===== src/rtl/core/oss_pkg.sv =====
`default_nettype none

package oss_pkg;

  localparam int CAPACITY_DEF    = 256;
  localparam int VALUE_WIDTH_DEF = 32;

  localparam int CMD_WIDTH    = 3;
  localparam int POS_WIDTH    = 9;
  localparam int DATA_WIDTH   = 32;
  localparam int STATUS_WIDTH = 2;

  // Fan-in of one node of the counting tree.
  localparam int TREE_RADIX = 4;

  typedef enum logic [CMD_WIDTH-1:0] {
    CMD_INSERT_AT     = 3'd0,
    CMD_INSERT_SORTED = 3'd1,
    CMD_ERASE         = 3'd2,
    CMD_LOWER_BOUND   = 3'd3,
    CMD_UPPER_BOUND   = 3'd4,
    CMD_READ          = 3'd5
  } cmd_t;

  typedef enum logic [STATUS_WIDTH-1:0] {
    STATUS_OK    = 2'd0,
    STATUS_FULL  = 2'd1,
    STATUS_RANGE = 2'd2
  } status_t;

  typedef enum logic [1:0] {
    ST_IDLE,
    ST_SUM,
    ST_DONE
  } state_t;

  typedef struct packed {
    logic [CMD_WIDTH-1:0]         cmd;
    logic [POS_WIDTH-1:0]         position;
    logic signed [DATA_WIDTH-1:0] item_value;
  } req_item_t;

  typedef struct packed {
    logic signed [DATA_WIDTH-1:0] read_value;
    logic [POS_WIDTH-1:0]         found_index;
    logic [POS_WIDTH-1:0]         length;
    status_t                      status;
  } rsp_item_t;

  // Broadcast controls that every cell sees in the same cycle.
  typedef struct packed {
    logic ins;
    logic del;
    logic incl;
  } cell_op_t;

  // Number of radix-4 levels needed to reduce cap leaves to one node.
  function automatic int tree_levels(input int cap);
    int lv;
    lv = ($clog2(cap) + 1) / 2;
    if (lv < 1) begin
      lv = 1;
    end
    return lv;
  endfunction

  // Number of live nodes at a given level of the tree.
  function automatic int tree_nodes(input int cap, input int lvl);
    int n;
    n = cap;
    for (int i = 0; i < lvl; i++) begin
      n = (n + TREE_RADIX - 1) / TREE_RADIX;
    end
    return n;
  endfunction

endpackage

`default_nettype wire


===== src/rtl/core/oss_cell.sv =====
`default_nettype none

module oss_cell #(
  parameter int VALUE_WIDTH = oss_pkg::VALUE_WIDTH_DEF,
  parameter int COUNT_WIDTH = 9
) (
  input  wire logic                   clk,
  input  wire oss_pkg::cell_op_t      op,
  input  wire logic [COUNT_WIDTH-1:0] index,
  input  wire logic [COUNT_WIDTH-1:0] pos,
  input  wire logic [COUNT_WIDTH-1:0] count,
  input  wire logic [VALUE_WIDTH-1:0] key,
  input  wire logic [VALUE_WIDTH-1:0] left,
  input  wire logic [VALUE_WIDTH-1:0] right,
  output logic      [VALUE_WIDTH-1:0] value,
  output logic                        hit,
  output logic      [VALUE_WIDTH-1:0] pick
);

  logic at_pos;
  logic from_pos;
  logic less;
  logic equal;

  assign at_pos   = (index == pos);
  assign from_pos = (index >= pos);
  assign less     = ($signed(value) < $signed(key));
  assign equal    = (value == key);

  // An insert opens a gap at pos by taking the left neighbor; an erase closes
  // it by taking the right neighbor.
  always_ff @(posedge clk) begin
    if (op.ins && from_pos) begin
      value <= at_pos ? key : left;
    end else if (op.del && from_pos) begin
      value <= right;
    end
  end

  always_ff @(posedge clk) begin
    hit  <= (index < count) && (less || (op.incl && equal));
    pick <= at_pos ? value : '0;
  end

endmodule

`default_nettype wire


===== config.mk =====
export PLATFORM = sky130hd
export DESIGN_NAME = oss_cell
export DESIGN_NICKNAME = d
export VERILOG_FILES = /design/src/rtl/core/oss_pkg.sv /design/src/rtl/core/oss_cell.sv
export SDC_FILE = /design/constraint.sdc
export NUM_CORES = 1
export LEC_CHECK = 0
export ABC_AREA = 1
export BUFFER_PORTS_ARGS = -buffer_cell sky130_fd_sc_hd__buf_2
export CORE_MARGIN = 1.5
export CORE_UTILIZATION = 50
export CTS_CLUSTER_DIAMETER = 100
export DETAILED_ROUTE_END_ITERATION = 12
export GPL_TIMING_DRIVEN = 0
export PLACE_DENSITY = 0.9
export SLEW_MARGIN = 10
export SYNTH_ARGS = -nofsm -noshare
export SYNTH_HDL_FRONTEND = slang
export SYNTH_SLANG_ARGS = --single-unit

===== constraint.sdc =====
create_clock -name clk -period 3.5 [get_ports clk]
set_clock_uncertainty 0.15 [all_clocks]
set_input_delay 0.175 -clock clk [delete_from_list [all_inputs] [get_ports clk]]
set_output_delay 0.175 -clock clk [all_outputs]
set_load 0.02 [all_outputs]

==> reports/qor.csv, run 1 <==
metric,value,unit
max-cap violations,0,
power per cell area,383,mW/mm^2
DR WL/cell,13.8,um
final hold vios,0,
r2r setup slk,1.54,ns
Mapped Cells,521,
"non-filler cells, final",861,
clock buffer depth,2,
Placeable Area,0.00765,mm^2
vias per cell,4.99,
maximum clock rate,356,MHz
GRT Total Usage,28.5,%
chip height,91.7,um
synth unique cells,23,
"Avg Cell Area, Syn",7.54,um^2
post-synthesis sequential area ratio,41.3,%
Setup Buffers After CTS,0,
synth top area cells,"edfxtp_1 (24%), dfxtp_1 (17%), nand2_1 (17%)",
Pins Over Slew Limit,0,
CP Cell Sequence,buf_2 > ha_1 > nand4_1 > nor2_1 > nand2_1 > o2111ai_2 > o21ai_0 > clkinv_1,
RSZ-0062 raised after global routing,false,
Fin Setup TNS,0,ns
"Largest stage delay, worst path",0.96,ns
Nets,931,
VDD IR max,0.263,mV
top-level I/O count,192,
kind of end point of the critical path,register,
Clock Latency Late Sink,0.33,ns
RePlAce Congestion,0.946,
# H-tree levels,3,
Initial Util,51.4,%
iteration count of the initial detailed-routing pass,5,
first-pass GRT wire length,18900,um
synthesized area,0.00393,mm^2
vias post-DR,4300,
syn_nets,697,
Die X,91.7,um
Slew @ Worst Pin,1.20,ns
min Tclk post-route,2.81,ns
crit path launch type,primary input,
Overflow after GRT,0,
Hold WC Path Type,in2reg,
#FFs+latches synth,65,
Root Buffer,clkbuf_8,
clock sinks,65,
"most common cell after layout, fill and taps aside",buf_2,
CP Max Fanout,32,
WP data required,3.05,ns
initial drt markers,207,
critical path arrival,2.36,ns
clock tree from TritonCTS,yes,
Final Cycle Share,80.2,%
Placement Setup Slack,0.561,ns
IO buf count,191,
initial antenna violation count,0,
Synth warnings,0,
Worst-path clk slew,0.07,ns
Rows,32,
DRC viols,0,
largest area contributor in the netlist,edfxtp_1,
Area Overhead vs Synth,39.8,%
share of layout cells above drive strength 1,28.1,%
leak pwr,3.22,nW
die footprint,0.00840,mm^2
largest net degree at the start of global routing,33,
Crit Path Class,in2reg,
Slew HR,19.2,%
Final ANT Viol Nets,0,
"commonest cells after routing, fill and taps aside","buf_2 (194), nand2_1 (174), inv_1 (90)",
vias in the first global route,4341,
Yosys top cell area share,24.5,%
dpl cells,814,
CP max-delay cell,clkinv_1,
slack of the critical path,0.694,ns
CTS Buf Count,9,
run status,finished clean,
antenna cell count,0,
DP HPWL,8600,um
Final Setup Violations,0,
Post-Route WL,11900,um
[worst max-delay path: cells and delay by family]
| family | cells | cell delay [ns] |
|---|---|---|
| buffers and inverters | 2 | 1.07 |
| AND/OR/NAND/NOR | 3 | 0.44 |
| adder cells (fa/ha/maj) | 1 | 0.33 |
| AO/OA/AOI/OAI | 2 | 0.33 |
[path summary, 6_finish.rpt]
kind,end,startpoint,depth (start not counted)
max,value[11]$_DFFE_PP_,index[2],8
min reg2reg,pick[0]$_SDFF_PN0_,value[0]$_DFFE_PP_,2
min,value[18]$_DFFE_PP_,left[18],5
max reg2reg,hit$_DFF_P_,value[31]$_DFFE_PP_,10
[final cells by class]
cell class	count	area, um^2
plain buffers	15	82.6
clock buffers	11	141
clock inverters	4	20.0
fillers	593	2150
inverters	92	345
multi-input cells	349	1880
flip-flops and latches	65	1620
well taps	102	128
repair buffers	223	1280
[flip-flops by register name (all words and copies together), names as in the netlist]
| signal | flops |
|---|---|
| pick | 32 |
| value | 32 |
| hit | 1 |
[cells by family (layout without fill, tap and decap cells)]
group                      Yosys count  count (layout)  share of synthesized area [%]
muxes                                1               1                          0.287
buffers and inverters              107             345                           10.9
AOI/OAI and AO/OA                   63              63                           8.69
adders and majority gates           49              49                           15.6
and+or+nand+nor                    236             236                           23.3
DFF                                 65              65                           41.3
[metrics by stage]
stage          cell area [um^2]  util [%]  hold slack (ns)  total power, mW
2_1_floorplan              3930         -            0.211             1.30
3_3_place_gp               5010      65.6            0.295             1.50
3_5_place_dp               5010      65.6            0.297             1.53
4_1_cts                    5500      71.9           0.0547             2.10
5_1_grt                    5500      71.9           0.0795             2.22
6_report                   5500      71.9           0.0700             2.10
[timing repair]
| item | CTS | global route |
|---|---|---|
| endpoints found under the hold margin | 32 | 0 |
| endpoints found under the setup margin | 0 | 0 |
| gates resized for setup | 0 | 0 |
| hold buffers | 32 | 0 |
[cell usage after synthesis]
cell / number
o31ai_1: 1
dfxtp_1: 33
o21ai_0: 35
mux2_2: 1
buf_6: 3
inv_1: 91
inv_2: 1
clkbuf_1: 9
nor3_1: 3
a211oi_1: 1
ha_1: 49
nand2_1: 174
nand4_1: 6
edfxtp_1: 32
o2111ai_1: 1
nor2_1: 46
nand2_2: 1
o2111ai_2: 1
a21o_1: 2
o21a_1: 1
nand3_1: 6
a21oi_1: 21
buf_2: 3
[layer usage]
layer	global-route usage (%)	wire length, um	vias to the layer above
met5	0	0	-
met4	14.8	513	0
met3	4.39	822	51
met2	52.4	6100	223
met1	31.3	4440	1925
li1	-	-	2101
[where the power goes]
group / leakage [nW] / switching, mW / internal [mW] / total [mW]
Clock: 0.0803 / 0.285 / 0.267 / 0.553
Combinational: 2.57 / 0.361 / 0.253 / 0.614
Sequential: 0.567 / 0.0529 / 0.883 / 0.936
Note: power is estimated with default switching activity, not from simulation.
==> inputs of run 2 (changes only) <==
--- a/config.mk
+++ b/config.mk
@@ -8,11 +8,11 @@
 export ABC_AREA = 1
 export BUFFER_PORTS_ARGS = -buffer_cell sky130_fd_sc_hd__buf_2
 export CORE_MARGIN = 1.5
-export CORE_UTILIZATION = 50
+export CORE_UTILIZATION = 42
 export CTS_CLUSTER_DIAMETER = 100
 export DETAILED_ROUTE_END_ITERATION = 12
 export GPL_TIMING_DRIVEN = 0
-export PLACE_DENSITY = 0.9
+export PLACE_DENSITY = 0.81
 export SLEW_MARGIN = 10
 export SYNTH_ARGS = -nofsm -noshare
 export SYNTH_HDL_FRONTEND = slang
==> constraint.sdc (replaced) <==
create_clock -name clk -period 2.3 [get_ports clk]
set_clock_uncertainty 0.15 [all_clocks]
set_input_delay 0.115 -clock clk [delete_from_list [all_inputs] [get_ports clk]]
set_output_delay 0.115 -clock clk [all_outputs]
set_load 0.02 [all_outputs]
==> reports/qor.csv, run 2 (synthesis results as in run 1) <==
metric,value,unit,change
slack of the critical path,0.184,ns,was 0.694 ns
Worst-path clk slew,0.08,ns,was 0.07 ns
die footprint,0.00995,mm^2,was 0.00840 mm^2
Int Power,2.21,mW,was 1.40 mW
Overflow after GRT,0,,unchanged
Slew @ Worst Pin,0.774,ns,was 1.20 ns
"commonest cells after routing, fill and taps aside","buf_2 (194), nand2_1 (174), inv_1 (90)",,unchanged
Filler cells,767,,was 593
VDD IR max,0.243,mV,was 0.263 mV
DP HPWL,8680,um,was 8600 um
clock tree from TritonCTS,yes,,unchanged
Final Setup Violations,0,,unchanged
Slew HR,47.8,%,was 19.2%
CP Max Fanout,10,,was 32
Register Area,0.00162,mm^2,unchanged
Clk pwr share,28.1,%,was 26.3%
vias per cell,4.81,,was 4.99
IO buf count,191,,unchanged
crit path launch type,primary input,,unchanged
Initial Util,42.9,%,was 51.4%
Crit Path Class,in2reg,,unchanged
Seq pwr share,42.7,%,was 44.5%
clock sinks,65,,unchanged
kind of end point of the critical path,register,,unchanged
Placement Setup Slack,-0.613,ns,was 0.561 ns
Post-Route WL,12100,um,"was 11,900 um"
vias in the first global route,4357,,"was 4,341"
Pins Over Slew Limit,0,,unchanged
Die X,99.7,um,was 91.7 um
Rows,35,,was 32
Area Overhead vs Synth,44.7,%,was 39.8%
Nets,947,,was 931
vias post-DR,4270,,"was 4,300"
WP data required,2.24,ns,was 3.05 ns
RSZ-0062 raised after global routing,false,,unchanged
Comb power frac,29.2,%,about the same
largest net degree at the start of global routing,17,,was 33
leak pwr,3.30,nW,was 3.22 nW
clock buffer depth,2,,unchanged
maximum clock rate,473,MHz,
footprint of the multi-input gates,0.00188,mm^2,unchanged
max-cap violations,0,,unchanged
Sw Share,33.6,%,was 33.3%
# H-tree levels,3,,unchanged
first-pass GRT wire length,19200,um,"was 18,900 um"
final hold vios,0,,unchanged
r2r setup slk,0.36,ns,was 1.54 ns
Sw Pwr,1.12,mW,was 700 uW
"most common cell after layout, fill and taps aside",buf_2,,unchanged
RePlAce Congestion,0.888,,was 0.946
Clock Latency Late Sink,0.34,ns,was 0.33 ns
power per cell area,584,mW/mm^2,was 383 mW/mm^2
initial drt markers,169,,was 207
Hold WC Path Type,in2reg,,unchanged
critical path arrival,2.06,ns,was 2.36 ns
Final ANT Viol Nets,0,,unchanged
Tot Pwr,3.32,mW,was 2.10 mW
initial antenna violation count,0,,unchanged
CTS Buf Count,9,,unchanged
antenna cell count,0,,unchanged
Placeable Area,0.00915,mm^2,was 0.00765 mm^2
min Tclk post-route,2.12,ns,
GRT Total Usage,24.7,%,was 28.5%
top-level I/O count,192,,unchanged
iteration count of the initial detailed-routing pass,6,,was 5
Final Cycle Share,92.0,%,
share of layout cells above drive strength 1,28.5,%,was 28.1%
run status,finished clean,,unchanged
Largest regs,"pick x32, value x32, hit x1",,unchanged
chip height,99.7,um,was 91.7 um
DRC viols,0,,unchanged
Root Buffer,clkbuf_8,,unchanged
DR WL/cell,13.7,um,was 13.8 um
-- run 2: area by class of cell --
cell class	count	area share (%)
multi-input combinational	349	33.1
sequential	65	28.5
timing repair buffer	238	24.9
inverter	92	6.14
clock buffer	10	2.62
tap	111	2.44
buffer	15	1.45
clock inverter	6	0.704
timing repair inverter	1	0.132
-- run 2: power by group through the flow --
stage / clock (mW) / sequential [mW] / combinational [mW]
finish: 0.935 / 1.42 / 0.969
global route: 0.993 / 1.43 / 1.09
CTS: 0.951 / 1.42 / 0.962
detailed placement: 0 / 1.45 / 0.881
global placement: 0 / 1.44 / 0.849
floorplan: 0 / 1.55 / 0.429
-- run 2: per-stage QoR --
| stage | hold slack [ns] | util (%) | cells | setup TNS [ns] | cell area [um^2] |
|---|---|---|---|---|---|
| finish | 0.0150 | 62.1 | 887 | 0 | 5690 |
| global route | 0.0370 | 62.1 | 887 | 0 | 5690 |
| CTS | 0.00125 | 62.1 | 887 | 0 | 5690 |
| detailed placement | 0.237 | 54.9 | 823 | -19.55 | 5020 |
| global placement | 0.236 | 54.9 | 823 | -17.67 | 5020 |
| floorplan | 0.151 | - | 521 | 0 | 3930 |
-- run 2: timing repair --
| action | in CTS | in global routing |
|---|---|---|
| resized for setup | 2 | 0 |
| endpoints found under the hold margin | 33 | 0 |
| setup buffers | 3 | 0 |
| hold buffers | 44 | 0 |
| endpoints found under the setup margin | 32 | 0 |
-- run 2: final timing paths --
check / startpoint / endpoint / cells after the start
worst max-delay path: index[7] / value[1]$_DFFE_PP_ / 9
worst min-delay path: left[28] / value[28]$_DFFE_PP_ / 5
worst max register to register: value[31]$_DFFE_PP_ / hit$_DFF_P_ / 10
worst min register to register: value[15]$_DFFE_PP_ / pick[15]$_SDFF_PN0_ / 2
-- run 2: worst max-delay path, stage by stage --
cell and delay [ns]:
buf_2 0.12, ha_1 0.33, nand4_1 0.12, nor2_1 0.05
nand2_1 0.31, o2111ai_2 0.21, o21ai_0 0.34, clkinvlp_4 0.23
buf_4 0.23
-- run 2: routing by layer --
| metal | GRT usage, % | vias up | share of wire [%] |
|---|---|---|---|
| met3 | 3.94 | 34 | 4.9 |
| met4 | 11.1 | 0 | 2.6 |
| met1 | 28.5 | 1927 | 41 |
| met2 | 44.7 | 171 | 51 |
| met5 | 0 | - | 0 |
| li1 | - | 2138 | - |
==> inputs of run 3 (changes only) <==
--- a/config.mk
+++ b/config.mk
@@ -8,12 +8,12 @@
 export ABC_AREA = 1
 export BUFFER_PORTS_ARGS = -buffer_cell sky130_fd_sc_hd__buf_2
 export CORE_MARGIN = 1.5
-export CORE_UTILIZATION = 42
+export CORE_UTILIZATION = 50
 export CTS_CLUSTER_DIAMETER = 100
 export DETAILED_ROUTE_END_ITERATION = 12
 export GPL_TIMING_DRIVEN = 0
-export PLACE_DENSITY = 0.81
-export SLEW_MARGIN = 10
+export PLACE_DENSITY = 0.9
+export REMOVE_ABC_BUFFERS = 1
 export SYNTH_ARGS = -nofsm -noshare
 export SYNTH_HDL_FRONTEND = slang
 export SYNTH_SLANG_ARGS = --single-unit
==> constraint.sdc (replaced) <==
create_clock -name clk -period 2.51 [get_ports clk]
set_clock_uncertainty 0.15 [all_clocks]
set_input_delay 0.1255 -clock clk [delete_from_list [all_inputs] [get_ports clk]]
set_output_delay 0.1255 -clock clk [all_outputs]
set_load 0.02 [all_outputs]
==> reports/qor.csv, run 3 (synthesis results as in run 1) <==
metric,value,unit,change
dpl cells,801,,was 823
Placeable Area,0.00765,mm^2,was 0.00915 mm^2
largest net degree at the start of global routing,35,,was 17
final hold vios,0,,unchanged
top-level I/O count,192,,unchanged
GRT Total Usage,28.7,%,was 24.7%
Worst Reg2Reg Path Length in Cells,10,,unchanged
Crit Path Class,in2reg,,unchanged
Sw Pwr,998,uW,was 1.12 mW
Clock Latency Late Sink,0.33,ns,was 0.34 ns
Placement Setup Slack,-0.831,ns,was -0.613 ns
clock buffer depth,2,,unchanged
Slew @ Worst Pin,0.830,ns,was 0.774 ns
Area Overhead vs Synth,41.1,%,was 44.7%
Largest regs,"pick x32, value x32, hit x1",,unchanged
vias post-DR,4252,,"was 4,270"
hold depth,5,,unchanged
chip height,91.7,um,was 99.7 um
Bufs and invs on worst path,3,,unchanged
end point of the worst hold path,value[20]$_DFFE_PP_,,was value[28]$_DFFE_PP_
Final Cycle Share,93.8,%,
CP Cell Sequence,buf_2 > ha_1 > nand4_1 > nor2_1 > nand2_4 > buf_16 > o2111ai_2 > nand2_4 > inv_6 > nand2_1 > nand2_1,,was buf_2 > ha_1 > nand4_1 > nor2_1 > nand2_1 > o2111ai_2 > o21ai_0 > clkinvlp_4 > buf_4
WP data required,2.55,ns,was 2.24 ns
slack of the critical path,0.155,ns,was 0.184 ns
Pins Over Slew Limit,0,,unchanged
Hold WC Path Type,in2reg,,unchanged
VDD IR max,0.289,mV,was 0.243 mV
# H-tree levels,3,,unchanged
Seq pwr share,42.5,%,was 42.7%
first-pass GRT wire length,18900,um,"was 19,200 um"
"Largest stage delay, worst path",0.35,ns,was 0.34 ns
DP HPWL,8270,um,was 8680 um
antenna cell count,0,,unchanged
Final ANT Viol Nets,0,,unchanged
CP max-delay cell,inv_6,,was o21ai_0
die footprint,0.00840,mm^2,was 0.00995 mm^2
initial drt markers,269,,was 169
run status,finished clean,,unchanged
power per cell area,553,mW/mm^2,was 584 mW/mm^2
r2r startpoint,value[23]$_DFFE_PP_,,was value[31]$_DFFE_PP_
Die X,91.7,um,was 99.7 um
Rows,32,,was 35
kind of end point of the critical path,register,,unchanged
crit path launch type,primary input,,unchanged
vias per cell,4.98,,was 4.81
r2r setup slk,0.62,ns,was 0.36 ns
worst hold start,left[20],,was left[28]
critical path arrival,2.39,ns,was 2.06 ns
initial antenna violation count,0,,unchanged
max-cap violations,0,,unchanged
min Tclk post-route,2.35,ns,
clock sinks,65,,unchanged
Comb power frac,28.5,%,was 29.2%
RSZ-0062 raised after global routing,false,,unchanged
iteration count of the initial detailed-routing pass,5,,was 6
CTS Buf Count,9,,unchanged
vias in the first global route,4162,,"was 4,357"
RePlAce Congestion,0.853,,was 0.888
"most common cell after layout, fill and taps aside",buf_2,,unchanged
share of layout cells above drive strength 1,28.8,%,was 28.5%
Int Power,2.07,mW,was 2.21 mW
Worst-path clk slew,0.07,ns,was 0.08 ns
"commonest cells after routing, fill and taps aside","buf_2 (191), nand2_1 (173), inv_1 (90)",,"was buf_2 (194), nand2_1 (174), inv_1 (90)"
crit-path leading delay family,simple AND/OR/NAND/NOR gates,,was buffers and inverters
Overflow after GRT,0,,unchanged
maximum clock rate,425,MHz,
Nets,922,,was 947
Clk pwr share,29.0,%,was 28.1%
IO buf count,191,,unchanged
leak pwr,3.25,nW,was 3.30 nW
CP Max Fanout,34,,was 10
Root Buffer,clkbuf_8,,unchanged
Final Setup Violations,0,,unchanged
Initial Util,51.4,%,was 42.9%
DR WL/cell,13.9,um,was 13.7 um
smallest hold slack,0.0181,ns,was 0.0150 ns
reg2reg end,hit$_DFF_P_,,unchanged
Post-Route WL,11900,um,"was 12,100 um"
Tot Pwr,3.07,mW,was 3.32 mW
clock tree from TritonCTS,yes,,unchanged
Slew HR,44.5,%,was 47.8%
Sw Share,32.6,%,was 33.6%
DRC viols,0,,unchanged
"non-filler cells, final",853,,was 887
-- run 3: cell count changes in the layout (fill, tap and decap cells not counted), sizes merged --
cell	delta
dlygate4sd3	-12
clkbuf	-6
buf	-4
clkinv	-3
bufinv	+1
inv	-1
-- run 3: worst max path at each step --
stage                                to  depth (start not counted)      from  slack (ns)
floorplan            value[0]$_DFFE_PP_                          8    pos[2]       -0.45
finish              value[18]$_DFFE_PP_                         11  index[2]        0.16
detailed placement  value[31]$_DFFE_PP_                          9  index[2]       -0.83
global route        value[18]$_DFFE_PP_                         12    pos[6]        0.02
CTS                 value[17]$_DFFE_PP_                         10  index[2]        0.15
global placement    value[16]$_DFFE_PP_                         10  index[2]       -1.58
-- run 3: final cells by class --
cell class	count	area, um^2
clock buffers	13	149
fillers	581	2100
inverters	92	354
repair buffers	228	1350
flip-flops and latches	65	1620
repair inverters	1	7.51
multi-input cells	349	1890
clock inverters	3	40.0
well taps	102	128
-- run 3: worst register-to-register path, stage by stage, from the launching register on --
cell and delay, ns:
edfxtp_1 0.43, ha_1 0.36, nand2_1 0.06, nor2_1 0.17, nand4_1 0.13, nor2_1 0.18
nand2_1 0.09, nand2_1 0.06, nand2_1 0.04, nand2_1 0.06, a21oi_1 0.05
-- run 3: power by group through the flow --
stage / clock network, mW / logic, mW / registers (mW)
after floorplan: 0 / 0.380 / 1.42
after global placement: 0 / 0.762 / 1.32
after detailed placement: 0 / 0.800 / 1.33
after CTS: 0.899 / 0.862 / 1.30
after global routing: 0.949 / 0.977 / 1.31
final: 0.888 / 0.873 / 1.30
-- run 3: per-layer routing --
metal  track usage (%)  vias up  share of wire (%)  wire length [um]
met4              9.38        0                2.0               233
met1              32.2     1926                 38              4550
met2              53.7      214                 52              6220
li1                  -     2087                  -                 -
met3              5.89       25                7.3               863
met5                 0        -                  0                 0
-- run 3: timing repair --
action	CTS	global route
hold buffers	32	0
setup buffers	3	0
endpoints found under the setup margin	64	25
endpoints found under the hold margin	32	0
gates cloned	1	0
resized for setup	5	2
-- run 3: per-stage QoR --
step                util (%)  instance area, um^2  TNS [ns]
global route            72.5                 5550         0
detailed placement      65.2                 4990    -52.24
global placement        64.5                 4930    -98.78
finish                  72.5                 5550         0
CTS                     72.5                 5540         0
floorplan                  -                 3850    -26.90
